$ cat src/lsbd_pkg.sv
// ---------------------------------------------------------------------------
// lsbd_pkg
// Shared types and constants of the lidar sector bump detector: register
// indexes, field widths, side codes and the sector bounds bundle.
// ---------------------------------------------------------------------------
package lsbd_pkg;

   // Fixed field widths
   localparam int NEAR_W      = 16;
   localparam int SCAN_W      = 12;
   localparam int QTR_W       = SCAN_W - 2;
   localparam int THIRD_W     = QTR_W - 1;
   localparam int SIDE_W      = 2;
   localparam int CSR_DATA_W  = 16;
   localparam int CSR_INDEX_W = 1;

   // Register indexes
   localparam logic [CSR_INDEX_W-1:0] CSR_NEAR_LIMIT  = 1'b0;
   localparam logic [CSR_INDEX_W-1:0] CSR_SCAN_POINTS = 1'b1;

   // Register reset values and the bounds that follow from them
   localparam int NEAR_RESET  = 300;
   localparam int SCAN_RESET  = 360;
   localparam int QTR_RESET   = SCAN_RESET / 4;
   localparam int THIRD_RESET = QTR_RESET / 3;

   // Divide by three: floor(q * 683 / 2048) is exact for every 10-bit q
   localparam int                 THIRD_SHIFT = 11;
   localparam int                 PROD_W      = 2 * QTR_W;
   localparam logic [QTR_W-1:0]   THIRD_MUL   = 10'd683;

   // Side codes
   localparam logic [SIDE_W-1:0] SIDE_LEFT   = 2'd0;
   localparam logic [SIDE_W-1:0] SIDE_CENTER = 2'd1;
   localparam logic [SIDE_W-1:0] SIDE_RIGHT  = 2'd2;

   // Event kinds
   localparam logic CONTACT_RELEASED = 1'b0;
   localparam logic CONTACT_PRESSED  = 1'b1;

   // Sector bounds and near limit, held by the register block
   typedef struct packed {
      logic [NEAR_W-1:0]  near_limit;
      logic [QTR_W-1:0]   quarter;
      logic [THIRD_W-1:0] third;
      logic [SCAN_W-1:0]  n_minus_q;
      logic [SCAN_W-1:0]  n_minus_c;
   } bounds_type;

   // One sample after the input stage
   typedef struct packed {
      logic near;
      logic scan_end;
   } item_type;

endpackage

$ cat src/lsbd_req_if.sv
// ---------------------------------------------------------------------------
// lsbd_req_if
// Sample channel: one range sample and its last-of-scan flag per transaction.
// ---------------------------------------------------------------------------
interface lsbd_req_if #(
   parameter int RANGE_BITS = 16
) ();
   logic                  valid;
   logic                  ready;
   logic [RANGE_BITS-1:0] range_mm;
   logic                  scan_end;

   modport source (output valid, output range_mm, output scan_end, input ready);
   modport sink   (input valid, input range_mm, input scan_end, output ready);
endinterface

$ cat src/lsbd_rsp_if.sv
// ---------------------------------------------------------------------------
// lsbd_rsp_if
// Event channel: one pressed or released event with its side per transaction.
// ---------------------------------------------------------------------------
interface lsbd_rsp_if
   import lsbd_pkg::*;
();
   logic              valid;
   logic              ready;
   logic              contact;
   logic [SIDE_W-1:0] side;

   modport source (output valid, output contact, output side, input ready);
   modport sink   (input valid, input contact, input side, output ready);
endinterface

$ cat src/lsbd_csr.sv
// ---------------------------------------------------------------------------
// lsbd_csr
// Register block: holds the near limit and, on a scan length write, the
// quarter, third-of-quarter and right sector bounds derived from it.
// ---------------------------------------------------------------------------
module lsbd_csr
   import lsbd_pkg::*;
(
   input  logic                   clock,
   input  logic                   reset,
   input  logic                   csr_we,
   input  logic [CSR_INDEX_W-1:0] csr_index,
   input  logic [CSR_DATA_W-1:0]  csr_wdata,
   output bounds_type             bounds
);

   bounds_type          bounds_ff, bounds_in;
   logic [SCAN_W-1:0]   scan_n;
   logic [QTR_W-1:0]    quarter;
   logic [PROD_W-1:0]   third_prod;
   logic [THIRD_W-1:0]  third;

   // Derive sector bounds from the written scan length
   assign scan_n     = csr_wdata[SCAN_W-1:0];
   assign quarter    = scan_n[SCAN_W-1:2];
   assign third_prod = PROD_W'(quarter) * PROD_W'(THIRD_MUL);
   assign third      = third_prod[THIRD_SHIFT +: THIRD_W];

   always_comb begin
      bounds_in = bounds_ff;
      if (csr_we) begin
         case (csr_index)
            CSR_NEAR_LIMIT: begin
               bounds_in.near_limit = csr_wdata[NEAR_W-1:0];
            end
            CSR_SCAN_POINTS: begin
               bounds_in.quarter   = quarter;
               bounds_in.third     = third;
               bounds_in.n_minus_q = scan_n - SCAN_W'(quarter);
               bounds_in.n_minus_c = scan_n - SCAN_W'(third);
            end
            default: begin
               bounds_in = bounds_ff;
            end
         endcase
      end
   end

   always_ff @(posedge clock) begin
      if (reset) begin
         bounds_ff.near_limit <= NEAR_W'(NEAR_RESET);
         bounds_ff.quarter    <= QTR_W'(QTR_RESET);
         bounds_ff.third      <= THIRD_W'(THIRD_RESET);
         bounds_ff.n_minus_q  <= SCAN_W'(SCAN_RESET - QTR_RESET);
         bounds_ff.n_minus_c  <= SCAN_W'(SCAN_RESET - THIRD_RESET);
      end else begin
         bounds_ff <= bounds_in;
      end
   end

   assign bounds = bounds_ff;

endmodule

$ cat src/lsbd_tracker.sv
// ---------------------------------------------------------------------------
// lsbd_tracker
// Scan tracker: counts samples, latches the first near edge-sector hit,
// decides the event at scan end and holds it in the result register.
// ---------------------------------------------------------------------------
module lsbd_tracker
   import lsbd_pkg::*;
#(
   parameter int MAX_POINTS = 2048
) (
   input  logic        clock,
   input  logic        reset,
   input  bounds_type  bounds,
   input  item_type    item,
   input  logic        adv,
   output logic        out_free,
   lsbd_rsp_if.source  rsp_chan
);

   localparam int IDX_W = $clog2(MAX_POINTS);
   localparam int CMP_W = (IDX_W > SCAN_W) ? IDX_W : SCAN_W;
   localparam logic [IDX_W-1:0] IDX_LAST = IDX_W'(MAX_POINTS - 1);

   logic              is_pressed_ff, is_pressed_in;
   logic [SIDE_W-1:0] last_side_ff, last_side_in;
   logic [IDX_W-1:0]  sample_index_ff, sample_index_in;
   logic              hit_seen_ff, hit_seen_in;
   logic [IDX_W-1:0]  hit_index_ff, hit_index_in;
   logic              any_near_ff, any_near_in;
   logic              rsp_valid_ff, rsp_valid_in;
   logic              contact_ff, contact_in;
   logic [SIDE_W-1:0] side_ff, side_in;

   logic [CMP_W-1:0]  idx_cmp;
   logic [CMP_W-1:0]  pos_cmp;
   logic [CMP_W-1:0]  q_cmp, c_cmp, nmq_cmp, nmc_cmp;
   logic              in_edge, latch_hit;
   logic              hit_seen_now, any_near_now;
   logic [IDX_W-1:0]  hit_index_now;
   logic [SIDE_W-1:0] hit_side;
   logic              fire_press, fire_release;

   assign q_cmp   = CMP_W'(bounds.quarter);
   assign c_cmp   = CMP_W'(bounds.third);
   assign nmq_cmp = CMP_W'(bounds.n_minus_q);
   assign nmc_cmp = CMP_W'(bounds.n_minus_c);

   // Latch the first near sample in an edge sector while released
   assign idx_cmp   = CMP_W'(sample_index_ff);
   assign in_edge   = (idx_cmp < q_cmp) || (idx_cmp > nmq_cmp);
   assign latch_hit = item.near && !is_pressed_ff && !hit_seen_ff && in_edge;

   assign hit_seen_now  = hit_seen_ff | latch_hit;
   assign hit_index_now = latch_hit ? sample_index_ff : hit_index_ff;
   assign any_near_now  = any_near_ff | item.near;

   // Classify the side of the latched hit
   assign pos_cmp = CMP_W'(hit_index_now);
   always_comb begin
      if ((pos_cmp > c_cmp) && (pos_cmp < q_cmp)) begin
         hit_side = SIDE_LEFT;
      end else if ((pos_cmp > nmq_cmp) && (pos_cmp < nmc_cmp)) begin
         hit_side = SIDE_RIGHT;
      end else begin
         hit_side = SIDE_CENTER;
      end
   end

   assign fire_press   = item.scan_end && !is_pressed_ff && hit_seen_now;
   assign fire_release = item.scan_end && is_pressed_ff && !any_near_now;

   // The result register can take a new transaction when empty or draining
   assign out_free = !rsp_valid_ff || rsp_chan.ready;

   // Advance scan state and result register
   always_comb begin
      is_pressed_in   = is_pressed_ff;
      last_side_in    = last_side_ff;
      sample_index_in = sample_index_ff;
      hit_seen_in     = hit_seen_ff;
      hit_index_in    = hit_index_ff;
      any_near_in     = any_near_ff;
      rsp_valid_in    = rsp_valid_ff && !rsp_chan.ready;
      contact_in      = contact_ff;
      side_in         = side_ff;
      if (adv) begin
         rsp_valid_in = fire_press || fire_release;
         hit_index_in = hit_index_now;
         if (item.scan_end) begin
            sample_index_in = '0;
            hit_seen_in     = 1'b0;
            any_near_in     = 1'b0;
            if (fire_press) begin
               is_pressed_in = 1'b1;
               last_side_in  = hit_side;
               contact_in    = CONTACT_PRESSED;
               side_in       = hit_side;
            end else if (fire_release) begin
               is_pressed_in = 1'b0;
               contact_in    = CONTACT_RELEASED;
               side_in       = last_side_ff;
            end
         end else begin
            hit_seen_in = hit_seen_now;
            any_near_in = any_near_now;
            if (sample_index_ff != IDX_LAST) begin
               sample_index_in = sample_index_ff + 1'b1;
            end
         end
      end
   end

   always_ff @(posedge clock) begin
      if (reset) begin
         is_pressed_ff   <= 1'b0;
         last_side_ff    <= SIDE_LEFT;
         sample_index_ff <= '0;
         hit_seen_ff     <= 1'b0;
         hit_index_ff    <= '0;
         any_near_ff     <= 1'b0;
         rsp_valid_ff    <= 1'b0;
      end else begin
         is_pressed_ff   <= is_pressed_in;
         last_side_ff    <= last_side_in;
         sample_index_ff <= sample_index_in;
         hit_seen_ff     <= hit_seen_in;
         hit_index_ff    <= hit_index_in;
         any_near_ff     <= any_near_in;
         rsp_valid_ff    <= rsp_valid_in;
      end
   end

   always_ff @(posedge clock) begin
      contact_ff <= contact_in;
      side_ff    <= side_in;
   end

   assign rsp_chan.valid   = rsp_valid_ff;
   assign rsp_chan.contact = contact_ff;
   assign rsp_chan.side    = side_ff;

`ifndef SYNTHESIS
   // An event leaves the press state equal to its kind
   a_event_sets_state: assert property (@(posedge clock) disable iff (reset)
      adv && (fire_press || fire_release) |=> is_pressed_ff == rsp_chan.contact)
      else $error("event kind does not match new press state");

   // Scan end clears the per-scan state
   a_scan_end_clears: assert property (@(posedge clock) disable iff (reset)
      adv && item.scan_end |=> sample_index_ff == '0 && !hit_seen_ff && !any_near_ff)
      else $error("per-scan state not cleared at scan end");

   // A hit is only latched while released
   a_hit_only_released: assert property (@(posedge clock) disable iff (reset)
      hit_seen_ff |-> !is_pressed_ff)
      else $error("hit latched while pressed");

   // Reported side is a defined code
   a_side_code: assert property (@(posedge clock) disable iff (reset)
      rsp_valid_ff |-> (side_ff == SIDE_LEFT || side_ff == SIDE_CENTER
                        || side_ff == SIDE_RIGHT))
      else $error("undefined side code");
`endif

endmodule

$ cat src/lidar_sector_bump_detector_unit.sv
// ---------------------------------------------------------------------------
// lidar_sector_bump_detector_unit
// Lidar sector bump detector: turns a stream of range samples into pressed
// and released bump events with the side of the contact.
// ---------------------------------------------------------------------------
// Usage:
//   req_chan carries one range sample (millimetres) per transaction, with
//   scan_end high on the last sample of a scan. rsp_chan carries at most one
//   event per scan, produced only by a scan_end sample: contact 1 with the
//   side of the first near edge-sector sample, or contact 0 when a pressed
//   detector sees a scan with no near sample at all.
//   csr_we/csr_index/csr_wdata write the near limit (index 0) and the scan
//   length (index 1); write them only while no sample is in flight.
//   An event passes from its accepted scan_end sample through the input
//   register, then the result register, to rsp_chan.
//   Throughput: one sample per cycle while rsp_chan does not stall, set
//   by the scan tracker between the input register and the result register.
//   Reset clears the press state, the scan counters and both registers, and
//   restores the near limit to 300 mm and the scan length to 360 samples.
//   When rsp_chan stalls, the pending event holds and the input register
//   fills; req_chan.ready then drops until the event is taken.
// ---------------------------------------------------------------------------
module lidar_sector_bump_detector_unit
   import lsbd_pkg::*;
#(
   parameter int MAX_POINTS = 2048,
   parameter int RANGE_BITS = 16
) (
   input  logic                   clock,
   input  logic                   reset,
   input  logic                   csr_we,
   input  logic [CSR_INDEX_W-1:0] csr_index,
   input  logic [CSR_DATA_W-1:0]  csr_wdata,
   lsbd_req_if.sink               req_chan,
   lsbd_rsp_if.source             rsp_chan
);

   localparam int CMP_RW = (RANGE_BITS > NEAR_W) ? RANGE_BITS : NEAR_W;

   bounds_type        bounds;
   logic              s1_valid_ff, s1_valid_in;
   item_type          s1_item_ff, s1_item_in;
   logic              out_free, adv, take;
   logic [CMP_RW-1:0] range_ext, limit_ext;

   lsbd_csr u_csr (
      .clock     (clock),
      .reset     (reset),
      .csr_we    (csr_we),
      .csr_index (csr_index),
      .csr_wdata (csr_wdata),
      .bounds    (bounds)
   );

   // Input register handshake
   assign adv            = s1_valid_ff && out_free;
   assign req_chan.ready = !s1_valid_ff || adv;
   assign take           = req_chan.valid && req_chan.ready;

   // Compare the sample against the near limit on the way in
   assign range_ext = CMP_RW'(req_chan.range_mm);
   assign limit_ext = CMP_RW'(bounds.near_limit);

   always_comb begin
      s1_valid_in = s1_valid_ff;
      s1_item_in  = s1_item_ff;
      if (take) begin
         s1_valid_in         = 1'b1;
         s1_item_in.near     = range_ext < limit_ext;
         s1_item_in.scan_end = req_chan.scan_end;
      end else if (adv) begin
         s1_valid_in = 1'b0;
      end
   end

   always_ff @(posedge clock) begin
      if (reset) begin
         s1_valid_ff <= 1'b0;
      end else begin
         s1_valid_ff <= s1_valid_in;
      end
   end

   always_ff @(posedge clock) begin
      s1_item_ff <= s1_item_in;
   end

   lsbd_tracker #(
      .MAX_POINTS (MAX_POINTS)
   ) u_tracker (
      .clock    (clock),
      .reset    (reset),
      .bounds   (bounds),
      .item     (s1_item_ff),
      .adv      (adv),
      .out_free (out_free),
      .rsp_chan (rsp_chan)
   );

endmodule

$ cat src/flat_wrapper.sv
// flat-port wrapper written by rule: the top's interface ports become plain ports
module lidar_sector_bump_detector_unit_flat import lsbd_pkg::*;
#(
   parameter int MAX_POINTS = 2048,
   parameter int RANGE_BITS = 16
)
  (clock, reset, csr_we, csr_index, csr_wdata, req_chan_valid, req_chan_range_mm, req_chan_scan_end, req_chan_ready, rsp_chan_valid, rsp_chan_contact, rsp_chan_side, rsp_chan_ready);
  lsbd_req_if #(.RANGE_BITS(RANGE_BITS)) req_chan_i ();
  lsbd_rsp_if rsp_chan_i ();
  input  logic clock;
  input  logic reset;
  input  logic csr_we;
  input  logic [CSR_INDEX_W-1:0] csr_index;
  input  logic [CSR_DATA_W-1:0] csr_wdata;
  input wire logic [$bits(req_chan_i.valid)-1:0] req_chan_valid;
  input wire logic [$bits(req_chan_i.range_mm)-1:0] req_chan_range_mm;
  input wire logic [$bits(req_chan_i.scan_end)-1:0] req_chan_scan_end;
  output wire logic [$bits(req_chan_i.ready)-1:0] req_chan_ready;
  output wire logic [$bits(rsp_chan_i.valid)-1:0] rsp_chan_valid;
  output wire logic [$bits(rsp_chan_i.contact)-1:0] rsp_chan_contact;
  output wire logic [$bits(rsp_chan_i.side)-1:0] rsp_chan_side;
  input wire logic [$bits(rsp_chan_i.ready)-1:0] rsp_chan_ready;
  assign req_chan_i.valid = req_chan_valid;
  assign req_chan_i.range_mm = req_chan_range_mm;
  assign req_chan_i.scan_end = req_chan_scan_end;
  assign req_chan_ready = req_chan_i.ready;
  assign rsp_chan_valid = rsp_chan_i.valid;
  assign rsp_chan_contact = rsp_chan_i.contact;
  assign rsp_chan_side = rsp_chan_i.side;
  assign rsp_chan_i.ready = rsp_chan_ready;
  lidar_sector_bump_detector_unit #(.MAX_POINTS(MAX_POINTS), .RANGE_BITS(RANGE_BITS)) u_core (.clock(clock), .reset(reset), .csr_we(csr_we), .csr_index(csr_index), .csr_wdata(csr_wdata), .req_chan(req_chan_i), .rsp_chan(rsp_chan_i));
endmodule
$ cat config.mk
export PLATFORM = sky130hd
export DESIGN_NAME = lidar_sector_bump_detector_unit_flat
export DESIGN_NICKNAME = d
export VERILOG_FILES = /design/src/lsbd_pkg.sv /design/src/lsbd_req_if.sv /design/src/lsbd_rsp_if.sv /design/src/lsbd_csr.sv /design/src/lsbd_tracker.sv /design/src/lidar_sector_bump_detector_unit.sv /design/src/flat_wrapper.sv
export SDC_FILE = /design/constraint.sdc
export NUM_CORES = 1
export LEC_CHECK = 0
export BUFFER_PORTS_ARGS = -buffer_cell sky130_fd_sc_hd__buf_2
export CORE_MARGIN = 4
export CORE_UTILIZATION = 48
export DETAILED_ROUTE_END_ITERATION = 16
export PLACE_DENSITY = 0.78
export SETUP_SLACK_MARGIN = 0.3
export SYNTH_ARGS = -nofsm -noshare
export SYNTH_HDL_FRONTEND = slang
export SYNTH_SLANG_ARGS = --single-unit
$ cat constraint.sdc
create_clock -name clock -period 7.2 [get_ports clock]
set_input_delay 1.44 -clock clock [delete_from_list [all_inputs] [get_ports clock]]
set_output_delay 1.44 -clock clock [all_outputs]
set_load 0.02 [all_outputs]
# ---- After elaboration in Yosys (flattened, before gate mapping)
# Cells that the tools add are included.
dict set report totals {
  ff_bits 93
  output_inout_bits 5
}
dict set report classes {
  add_sub_neg 3
  n_lt_le_gt_ge 7
  reduce_logical 30
  n_eq_ne 1
  bitwise 3
  muxes 14
  n_mul 1
}
# op n
set ops {}
lappend ops {{2-to-1 mux 11 bit} 3}
lappend ops {{greater-than comparator 11 x 12 -> 1 bit} 2}
lappend ops {{less-than comparator 11 x 10 -> 1 bit} 2}
lappend ops {{multiplier 10 x 10 -> 20 bit (second input constant)} 1}
lappend ops {{less-than comparator 16 bit} 1}
lappend ops {{logical AND 1 bit} 12}
lappend ops {{less-than comparator 11 x 12 -> 1 bit} 1}
lappend ops {{subtractor 12 x 10 -> 12 bit} 1}
lappend ops {{subtractor 12 x 9 -> 12 bit} 1}
lappend ops {{adder 11 x 1 -> 11 bit (second input constant)} 1}
lappend ops {{greater-than comparator 11 x 9 -> 1 bit} 1}
lappend ops {{inequality test 11 bit (second input constant)} 1}
lappend ops {{2-to-1 mux 2 bit} 4}
lappend ops {{2-to-1 mux 1 bit} 7}
lappend ops {{zero test 1 bit} 6}
lappend ops {{AND reduction 2 bit} 3}
lappend ops {{AND reduction 3 bit} 2}
lappend ops {{nonzero test 2 bit} 3}
lappend ops {{logical OR 1 bit} 4}
lappend ops {{bitwise OR 1 bit} 2}
lappend ops {{NOT 1 bit} 1}

# ---- Longest topological paths before layout
# Gate-level depths: netlist of the first run.
dict set report depth {
  depth_word 10
  ltp_mapped 28
  mapped_depth_nobuf 28
}

# ---- Cells and area by module
# A second synthesis of the first run with hierarchy kept.
dict set report hier_totals {
  hier_cells 973
  hier_area_um2 8247.9
}
# mod n_inst cells_each seq_area_each_um2 area_each_um2
set modules_own_cells {}
lappend modules_own_cells {lsbd_csr 1 555 1181.1 4704.5}
lappend modules_own_cells {lsbd_tracker 1 358 650.6 3060.4}
lappend modules_own_cells {lidar_sector_bump_detector_unit 1 60 80.1 483.0}

# ---- Worst setup path before layout of the first run
# OpenSTA, ideal clock, no wires.
dict set report synth_path {
  path_type {input to register}
  from {input csr_wdata[10]}
  to {register u_core.u_csr.bounds_ff, in the netlist u_core.u_csr.bounds[11]}
  t_arrival_ns 7.574
  setup_slack_ns -0.507
  setup_time_ns 0.133
  stages 27
  path_cell_list {clkbuf_1 > inv_1 > ha_1 > inv_1 > ha_1 > fa_1 > fa_1 > inv_1 > fa_1 > inv_1 > ha_1 > a21o_1 > a21o_1 > a21oi_1 > nand2_1 > xnor2_1 > ha_1 > o21a_1 > or2_2 > a2111oi_0 > or4_1 > a2111oi_2 > o31ai_2 > o21ai_2 > a2111oi_2 > xnor2_1 > a21oi_1}
}
dict set report synth_between {
  elab_chain_len 2
}
# item line_no
set synth_lines {}
lappend synth_lines {{start: declaration} flat_wrapper.sv:14} ;# input logic [CSR_DATA_W-1:0] csr_wdata;
lappend synth_lines {{multiplier 10 x 10 -> 20 bit} lsbd_csr.sv:26} ;# assign third_prod = PROD_W'(quarter) * PROD_W'(THIRD_MUL);
lappend synth_lines {{subtractor 12 x 9 -> 12 bit (*)} lsbd_csr.sv:40} ;# bounds_in.n_minus_c = scan_n - SCAN_W'(third);
lappend synth_lines {{end signal: assignment} lsbd_csr.sv:57} ;# bounds_ff <= bounds_in;
lappend synth_lines {{end: declaration} lsbd_csr.sv:17} ;# bounds_type bounds_ff, bounds_in;
# Mark *: on every way between the ends. The rest lies on a longest branch, timed or not.
# A chain may end at the register's enable or synchronous reset.

# ---- Worst setup path after layout of the first run
dict set report layout_path {
  from {input csr_wdata[8]}
  to {register u_core.u_csr.bounds_ff, in the netlist u_core.u_csr.bounds[11]}
}
# The elaborated chain is that of the path after synthesis.

==> out/qor.csv, run 1 <==
stage,metric,value,unit
critical_path,Critical Path Sink Type,flip-flop,
sta,Least-Margin Pin Slew,1193,ps
yosys,Post-Syn Instances,930,
floorplanning,Core ar.,16000,um^2
critical_path,arrival time at the worst endpoint,7050,ps
global_routing,vias in the first global route,6674,
floorplanning,total die area,18620,um^2
yosys,most area-consuming cells after synthesis,"ha_1 24%, dfxtp_1 22%, fa_1 6.1%, inv_1 5.6%, a21oi_1 4.5%",
floorplanning,Initial Util,49.50,%
final_layout,NumNets Final,1239,
yosys,Mapped Nets,1143,
sta,hold slack,453.3,ps
yosys,top_reg_cell synth,dfxtp_1,
final_layout,share of post-route cells with drive strength above 1,18.91,%
critical_path,critical path class,primary input to flip-flop,
cts,clock buffer depth,2,
route,# DRC,0,
global_routing,global-route wire length before repair,32870,um
yosys,syn avg cell area,8.516,um^2
run,maxcap violations,0,
yosys,fraction of registers with async set/reset,0,%
sta,worst relative slew slack,19.61,%
power_and_ir_drop,maximum VDD drop,0.3030,mV
yosys,Synth Cell Area,7920,um^2
route,Routed wire per std cell,16.33,um
sta,unrepaired setup endpoints after global routing,true,
yosys,Post-synth EDFFs,5,
critical_path,CP Max Fanout,4,
cts,hold buffers post-CTS,0,
cts,clk_lat worst skew,350,ps
cts,clk root buf,clkbuf_16,
yosys,top cell type by total area after synthesis,ha_1,
critical_path,Startpoint Class,primary input,
sta,fin crit period,6864,ps
sta,Fin. Hold Viols,0,
final_layout,FILL cells,1411,
power_and_ir_drop,pwr dens,322.7,nW/um^2
final_layout,diodes inserted,0,
route,first-pass iteration count of the detailed router,5,
global_routing,initial antenna violation count,0,
placed_design,DP Worst Slack,-103.2,ps
placed_design,Placed Cells,1221,
cts,CTS tree,built,
floorplanning,Die H,136.5,um
cts,htree depth,3,
final_layout,area occupied by multi-input gates,5741,um^2
sta,max-slew violation count,0,
route,vias post-DR,6873,
critical_path,worst path required time,7390,ps
floorplanning,io pins,44,
final_layout,Sequential cell area,1912,um^2
floorplanning,row count,46,
placed_design,routability cong.,0.9755,
yosys,"FF+latch count, synth",93,
yosys,"Distinct cells, synth",68,
final_layout,P&R area growth vs syn,19.40,%
cts,clock-pin slew on the worst setup and hold paths,70,ps
route,DRT Wirelength,20370,um
sta,Final period util,95.34,%
placed_design,Port Buffer Count,43,
placed_design,DP Wirelength,16160,um
global_routing,largest net degree at the start of global routing,57,
sta,FMAX,145.7,MHz
sta,clk_skew,9.564,ps
yosys,most common cell in the synthesized netlist,ha_1,
floorplanning,Die W,136.5,um
sta,final worst slack,335.8,ps
yosys,Synth warnings,0,
power_and_ir_drop,total leakage power,4.534,nW
route,post-DR vias/cell,5.512,
cts,clk sinks,93,
hold_path,worst hold path class,flip-flop to flip-flop,
yosys,"top cells by count, synth","150 x ha_1, 118 x inv_1, 88 x dfxtp_1, 79 x nand2_1, 71 x a21oi_1",
cts,CTS buffer count,9,
yosys,post-synth top area share,23.70,%
route,DR iter-0 viols,387,
yosys,sequential share of the synthesized area,24.14,%
global_routing,GRT Overall Usage,22.14,%
final_layout,Final Non-Filler Cells,1247,
route,DRT antenna net count,0,
sta,# setup viols final,0,
global_routing,gr ovfl total,0,
run_status,status,"complete, no violations",
-- where the power goes --
group / leakage (nW) / internal, W / total, W / switching [W]
registers: 0.768 / 0.000567 / 0.000593 / 0.0000263
logic: 3.63 / 0.000977 / 0.00201 / 0.00103
clock network: 0.139 / 0.000246 / 0.000452 / 0.000206
-- area by class of cell --
class / instances / share of cell area (%)
clock buffer: 10 / 2.527
clock inverter: 6 / 0.5028
inverter: 119 / 4.790
multi-input combinational: 688 / 60.70
sequential: 93 / 20.22
tap: 216 / 2.858
timing repair buffer: 115 / 8.402
-- per-layer routing --
| metal | share of wire (%) | vias to the layer above | GRT usage, % |
|---|---|---|---|
| met3 | 4.5 | 31 | 4.441 |
| li1 | - | 3456 | - |
| met4 | 2.3 | 0 | 6.495 |
| met5 | 0 | - | 0 |
| met1 | 44 | 3236 | 28.40 |
| met2 | 49 | 150 | 37.67 |
-- logic make-up after synthesis --
family | share of synthesized area (%)
xor gates and xnor gates | 3.096
buffers and inverters | 7.156
adders and majority gates | 29.91
muxes | 1.390
and+or+nand+nor | 15.55
DFF | 24.14
AOI/OAI and AO/OA | 18.77
-- final timing paths --
check                                      startpoint                                 to  slack (ps)  depth (start not counted)
setup / recovery                         csr_wdata[8]            u_core.u_csr.bounds[11]         340                         27
hold / removal                u_core.u_csr.bounds[16]            u_core.u_csr.bounds[16]         450                          2
setup reg to reg  u_core.u_tracker.sample_index_ff[1]  u_core.u_tracker.rsp_chan.side[0]        2440                         19
hold reg to reg               u_core.u_csr.bounds[16]            u_core.u_csr.bounds[16]         450                          2
-- flip-flops by register name, summed over array words and instances, names as in the netlist, 2 cells and up --
name and count:
u_core.u_tracker.sample_index_ff 11, u_core.s1_item_ff 2, u_core.u_tracker.rsp_chan.side 2, u_core.u_tracker.last_side_ff 2, u_core.u_tracker.hit_index_ff 11, u_core.u_csr.bounds 59
-- timing repair --
action / in CTS / in global routing
setup endpoints to repair: 2 / 7
pin swaps: 13 / 35
setup buffers: 2 / 8
gates resized for setup: 10 / 39
hold endpoints to repair: 0 / 0
-- per-stage QoR --
stage / TNS [ps] / total power (W) / area (um^2) / util, %
global route: 0 / 0.003282 / 9457 / 59.10
detailed placement: -228.9 / 0.002282 / 8850 / 55.31
finish: 0 / 0.003052 / 9457 / 59.10
global placement: 0 / 0.002240 / 8850 / 55.31
CTS: 0 / 0.002831 / 9238 / 57.73
floorplan: 0 / 0.001744 / 8026 / -
-- critical path, stage by stage --
cell,delay [ps]
buf_4,130
buf_6,120
ha_4,250
inv_1,60
ha_4,250
fa_1,480
fa_1,550
inv_1,50
fa_1,470
inv_1,50
ha_2,190
a21o_1,160
a21o_1,210
a31oi_1,190
xor2_1,220
ha_1,260
nor2b_1,130
o21a_1,190
or2_4,250
a2111oi_4,200
or4_4,210
a2111oi_4,40
o31ai_2,290
o21ai_2,130
a2111oi_4,310
xnor2_1,160
a21oi_1,80
-- cells in the final DEF, fill, tap and decap left out, drive strengths merged, types with 4 or more instances in the layout --
| master | count |
|---|---|
| a2111oi | 6 |
| a211o | 4 |
| a211oi | 13 |
| a21o | 21 |
| a21oi | 71 |
| a31oi | 6 |
| and2 | 5 |
| and3 | 9 |
| buf | 115 |
| clkbuf | 10 |
| clkinv | 5 |
| dfxtp | 88 |
| edfxtp | 5 |
| fa | 24 |
| ha | 150 |
| inv | 118 |
| mux2 | 8 |
| nand2 | 79 |
| nand2b | 11 |
| nand3 | 20 |
| nand3b | 5 |
| nand4 | 9 |
| nor2 | 64 |
| nor2b | 12 |
| nor3 | 20 |
| o211ai | 23 |
| o21a | 13 |
| o21ai | 34 |
| o41ai | 5 |
| xnor2 | 16 |
| xor2 | 12 |
(Power assumes the default switching activity.)
==> run 2: changes to the inputs <==
--- a/config.mk
+++ b/config.mk
@@ -7,9 +7,9 @@
 export LEC_CHECK = 0
 export BUFFER_PORTS_ARGS = -buffer_cell sky130_fd_sc_hd__buf_2
 export CORE_MARGIN = 4
-export CORE_UTILIZATION = 48
+export CORE_UTILIZATION = 57
 export DETAILED_ROUTE_END_ITERATION = 16
-export PLACE_DENSITY = 0.78
+export PLACE_DENSITY = 0.88
 export SETUP_SLACK_MARGIN = 0.3
 export SYNTH_ARGS = -nofsm -noshare
 export SYNTH_HDL_FRONTEND = slang
==> out/qor.csv, run 2 (synthesized netlist as in run 1, its figures left out) <==
stage,metric,value,unit
critical_path,CP Buf/Inv Count,5,
cts,clk_lat worst skew,360,ps
sta,Final period util,96.80,%
critical_path,Startpoint Class,primary input,
critical_path,worst-path cell with the longest stage delay,fa_1,
final_layout,max reg flops,59,
route,DR iter-0 viols,585,
cts,htree depth,3,
sta,FMAX,143.5,MHz
sta,Fin. Hold Viols,0,
final_layout,NumNets Final,1229,
critical_path,Critical Path Sink Type,flip-flop,
route,vias post-DR,7106,
sta,hold slack,450.1,ps
sta,# setup viols final,0,
final_layout,diodes inserted,0,
hold_path,worst hold path class,flip-flop to flip-flop,
route,DRT antenna net count,0,
floorplanning,io pins,44,
final_layout,final instance area,9303,um^2
sta,fin crit period,6970,ps
critical_path,Top Family by Delay on Critical Path,adder cells,
global_routing,initial antenna violation count,0,
cts,clk root buf,clkbuf_16,
placed_design,DP Wirelength,15820,um
floorplanning,row count,42,
cts,CTS buffer count,9,
floorplanning,total die area,15840,um^2
critical_path,reg2reg setup slack,2300,ps
route,first-pass iteration count of the detailed router,6,
cts,clock-pin slew on the worst setup and hold paths,70,ps
final_layout,most frequent cells in the layout,"136 x ha_1, 111 x inv_1, 88 x dfxtp_1",
cts,clk sinks,93,
cts,CTS tree,built,
route,DRT Wirelength,20590,um
critical_path,worst reg2reg path depth,20,
critical_path,worst path required time,7390,ps
global_routing,vias in the first global route,7325,
cts,clock buffer depth,2,
power_and_ir_drop,pwr dens,323.7,nW/um^2
sta,worst relative slew slack,20.26,%
power_and_ir_drop,total leakage power,4.503,nW
floorplanning,Core ar.,13400,um^2
sta,clk_skew,9.756,ps
run_status,status,"complete, no violations",
final_layout,share of post-route cells with drive strength above 1,16.85,%
route,# DRC,0,
placed_design,DP Area,8752,um^2
critical_path,Worst path depth,27,
power_and_ir_drop,maximum VDD drop,0.6247,mV
route,Routed wire per std cell,17.20,um
global_routing,global-route wire length before repair,34950,um
route,post-DR vias/cell,5.937,
global_routing,gr ovfl total,0,
final_layout,P&R area growth vs syn,17.46,%
hold_path,hold path cells,2,
critical_path,arrival time at the worst endpoint,7160,ps
critical_path,critical path class,primary input to flip-flop,
floorplanning,Die W,125.9,um
global_routing,GRT Overall Usage,26.85,%
floorplanning,Initial Util,59.10,%
placed_design,Port Buffer Count,43,
sta,Least-Margin Pin Slew,1196,ps
final_layout,"commonest non-fill, non-tap cell in the layout",ha_1,
sta,unrepaired setup endpoints after global routing,true,
run,maxcap violations,0,
floorplanning,Die H,125.9,um
critical_path,CP Max Fanout,4,
placed_design,routability cong.,0.9091,
sta,max-slew violation count,0,
cts,hold buffers post-CTS,0,
global_routing,largest net degree at the start of global routing,57,
critical_path,delay of the slowest critical-path stage,550,ps
==> run 2: per-stage QoR <==
stage	setup TNS (ps)	cells	setup slack, ps	power [W]	util [%]
2_1_floorplan	0	930	187.3	0.001744	-
3_3_place_gp	-32.40	1175	-16.82	0.002211	65.31
3_5_place_dp	-660.2	1175	-247.6	0.002277	65.31
4_1_cts	0	1195	204.4	0.002926	69.31
5_1_grt	0	1197	6.039	0.003219	69.42
6_report	0	1197	230.4	0.003011	69.42
==> run 2: cell type report <==
cell class              instances  area, um^2
fillers                       985        4098
clock inverters                 6       93.84
inverters                     119       452.9
multi-input cells             688        5668
repair buffers                105       716.9
flip-flops and latches         93        1912
well taps                     176       220.2
clock buffers                  10       239.0
==> run 2: final timing paths <==
path / startpoint / end
max reg2reg: u_core.u_csr.bounds[34] / u_core.u_tracker.rsp_chan.side[0]
min reg2reg: u_core.u_csr.bounds[18] / u_core.u_csr.bounds[18]
max: csr_wdata[8] / u_core.u_csr.bounds[11]
min: u_core.u_csr.bounds[18] / u_core.u_csr.bounds[18]
==> run 2: layer usage <==
layer | wire [um] | track usage [%] | vias to the layer above
met5 | 0 | 0 | -
met4 | 732 | 9.527 | 0
met3 | 1263 | 5.377 | 62
met2 | 10280 | 47.36 | 254
met1 | 8306 | 32.59 | 3362
li1 | - | - | 3428
==> run 2: report_power, final <==
part / total, W / switching, W / internal, W
sequential: 0.000592 / 0.0000253 / 0.000567
combinational: 0.00189 / 0.00101 / 0.000882
clock: 0.000529 / 0.000212 / 0.000317
==> run 2: timing repair <==
action                     4_1_cts  5_1_grt
resized for setup               31        0
pin swaps                       28       10
setup endpoints to repair        4        5
hold endpoints to repair         0        0
buffers inserted                 4        2
==> run 2: worst reg2reg max path: stages (launching register included) <==
cell and delay (ps):
dfxtp_1 330, inv_1 80, ha_1 270, a21boi_0 140, o21a_1 190, o2111ai_1 190, a31oi_1 130, o32ai_1 280
o21a_1 580, mux2i_1 430, inv_1 150, ha_1 340, nand4b_1 170, nor3_1 100, nand2_1 120, o21ai_0 140
nor4_1 190, o221ai_1 180, a31o_2 280, and2_1 160, a22o_1 190
==> run 3: changes to the inputs <==
--- a/config.mk
+++ b/config.mk
@@ -7,9 +7,10 @@
 export LEC_CHECK = 0
 export BUFFER_PORTS_ARGS = -buffer_cell sky130_fd_sc_hd__buf_2
 export CORE_MARGIN = 4
-export CORE_UTILIZATION = 57
+export CORE_UTILIZATION = 58
+export CTS_BUF_LIST = sky130_fd_sc_hd__clkbuf_4 sky130_fd_sc_hd__clkbuf_8
 export DETAILED_ROUTE_END_ITERATION = 16
-export PLACE_DENSITY = 0.88
+export PLACE_DENSITY = 0.89
 export SETUP_SLACK_MARGIN = 0.3
 export SYNTH_ARGS = -nofsm -noshare
 export SYNTH_HDL_FRONTEND = slang
==> out/qor.csv, run 3 (synthesized netlist as in run 1, its figures left out) <==
stage,metric,value,unit
critical_path,worst reg2reg path depth,20,
floorplanning,Die H,124.9,um
floorplanning,Die W,124.9,um
power_and_ir_drop,Comb pwr share,69.6,%
placed_design,Port Buffer Count,43,
critical_path,R2R Path Start,u_core.u_csr.bounds[34],
hold_path,Hold Crit Start,u_core.u_csr.bounds[16],
final_layout,"commonest non-fill, non-tap cell in the layout",ha_1,
final_layout,Final Non-Filler Cells,1205,
placed_design,routability cong.,0.9376,
critical_path,Critical Path Sink Type,flip-flop,
global_routing,vias in the first global route,7383,
global_routing,GRT Overall Usage,27.02,%
power_and_ir_drop,power share of the clock group,11.1,%
sta,worst relative slew slack,11.84,%
sta,FMAX,137.1,MHz
floorplanning,total die area,15590,um^2
critical_path,critical path class,primary input to flip-flop,
global_routing,gr ovfl total,0,
sta,fin crit period,7296,ps
route,DRT antenna net count,0,
power_and_ir_drop,Int Power,0.001691,W
power_and_ir_drop,switch share,44.94,%
critical_path,CP Buf/Inv Count,5,
global_routing,largest net degree at the start of global routing,57,
cts,htree depth,3,
cts,clock-pin slew on the worst setup and hold paths,100,ps
cts,clk_lat worst skew,390,ps
run,maxcap violations,0,
final_layout,Finished Core Util,70.89,%
run_status,status,"complete, but fails checks",
placed_design,Placed Cells,1179,
sta,final worst slack,-96.50,ps
floorplanning,Initial Util,59.57,%
global_routing,initial antenna violation count,0,
critical_path,Top Family by Delay on Critical Path,adder cells,
hold_path,hold path cells,2,
cts,clk sinks,93,
route,DRT Wirelength,23320,um
route,post-DR vias/cell,6.137,
sta,Fin Setup TNS,-130.5,ps
route,Routed wire per std cell,19.35,um
critical_path,worst-path cell with the longest stage delay,fa_1,
final_layout,NumNets Final,1237,
final_layout,P&R area growth vs syn,19.00,%
route,first-pass iteration count of the detailed router,6,
final_layout,diodes inserted,0,
placed_design,DP Wirelength,16300,um
final_layout,most frequent cells in the layout,"127 x ha_1, 105 x inv_1, 88 x dfxtp_1",
cts,clk root buf,clkbuf_8,
floorplanning,io pins,44,
power_and_ir_drop,maximum VDD drop,0.7468,mV
global_routing,global-route wire length before repair,34510,um
cts,CTS buffer count,9,
critical_path,delay of the slowest critical-path stage,610,ps
route,DR iter-0 viols,680,
hold_path,worst hold path class,flip-flop to flip-flop,
sta,max-slew violation count,0,
critical_path,arrival time at the worst endpoint,7520,ps
floorplanning,Core ar.,13300,um^2
cts,hold buffers post-CTS,0,
floorplanning,row count,42,
sta,clk_skew,15.40,ps
placed_design,DP Worst Slack,-260.9,ps
critical_path,Worst path depth,27,
hold_path,Hold EP,u_core.u_csr.bounds[16],
run_status,failing checks,setup timing,
sta,unrepaired setup endpoints after global routing,true,
cts,clock buffer depth,2,
critical_path,reg2reg setup slack,2380,ps
power_and_ir_drop,total leakage power,4.486,nW
sta,# setup viols final,2,
cts,CTS tree,built,
critical_path,Startpoint Class,primary input,
sta,Least-Margin Pin Slew,1322,ps
final_layout,share of post-route cells with drive strength above 1,20.02,%
sta,Fin. Hold Viols,0,
critical_path,RR Endpoint,u_core.u_tracker.rsp_chan.side[0],
route,# DRC,0,
critical_path,CP Max Fanout,3,
power_and_ir_drop,pwr dens,325.8,nW/um^2
route,vias post-DR,7395,
power_and_ir_drop,Reg power frac,19.4,%
sta,Final period util,101.3,%
sta,hold slack,457.4,ps
critical_path,worst path required time,7420,ps
final_layout,max reg flops,59,
power_and_ir_drop,Switching Power,0.001380,W
==> run 3: cell types whose count changed in the layout (fill, tap and decap cells not counted), sizes merged <==
| cell | previous run | this run |
|---|---|---|
| buf | 105 | 111 |
| bufinv | 2 | 0 |
| clkinv | 3 | 1 |
| inv | 119 | 121 |
| clkbuf | 10 | 12 |
| clkinvlp | 1 | 3 |
==> run 3: worst min-delay path, delay by kind of cell (launching register included) <==
kind	cells	cell delay, ps
AOI/OAI and AO/OA	1	50
and+or+nand+nor	1	50
DFF	1	320
==> run 3: worst max path at each step <==
stage	to	from
floorplan	u_core.u_csr.bounds[11]	csr_wdata[9]
global placement	u_core.u_csr.bounds[11]	csr_wdata[5]
global route	u_core.u_csr.bounds[11]	csr_wdata[9]
finish	u_core.u_csr.bounds[11]	csr_wdata[8]
detailed placement	u_core.u_csr.bounds[11]	csr_wdata[5]
CTS	u_core.u_csr.bounds[11]	csr_wdata[4]
==> run 3: timing repair <==
item / in CTS / in global routing
endpoints found under the setup margin: 3 / 7
gates resized for setup: 4 / 68
setup buffers: 1 / 9
pin swaps: 5 / 36
==> run 3: per-stage QoR <==
step / power [W] / cell area, um^2
after floorplan: 0.001744 / 8026
after detailed placement: 0.002273 / 8795
final: 0.003071 / 9425
after global routing: 0.003263 / 9425
after CTS: 0.002672 / 9027
after global placement: 0.002196 / 8795
==> run 3: power by group through the flow <==
stage | Clock (W) | Combinational [W] | Sequential (W)
6_report | 0.000340 | 0.00214 | 0.000595
3_3_place_gp | 0 | 0.00160 | 0.000600
2_1_floorplan | 0 | 0.00115 | 0.000595
3_5_place_dp | 0 | 0.00167 | 0.000602
4_1_cts | 0.000343 | 0.00174 | 0.000591
5_1_grt | 0.000367 | 0.00230 | 0.000599
==> run 3: final cells by class <==
type                            count  area [um^2]
Fill cell                         904         3870
Clock inverter                      6        52.55
Sequential cell                    93         1912
Clock buffer                       10        131.4
Multi-Input combinational cell    688         5854
Tap cell                          176        220.2
Inverter                          119        452.9
Timing Repair Buffer              113        802.0
==> run 3: metal layers <==
metal	part of all wire [%]	GRT usage [%]	routed length [um]	up-vias
li1	-	-	-	3443
met1	37	31.45	8685	3474
met2	49	46.12	11520	347
met3	6.5	5.017	1518	131
met4	6.8	16.14	1593	0
met5	0	0	0	-
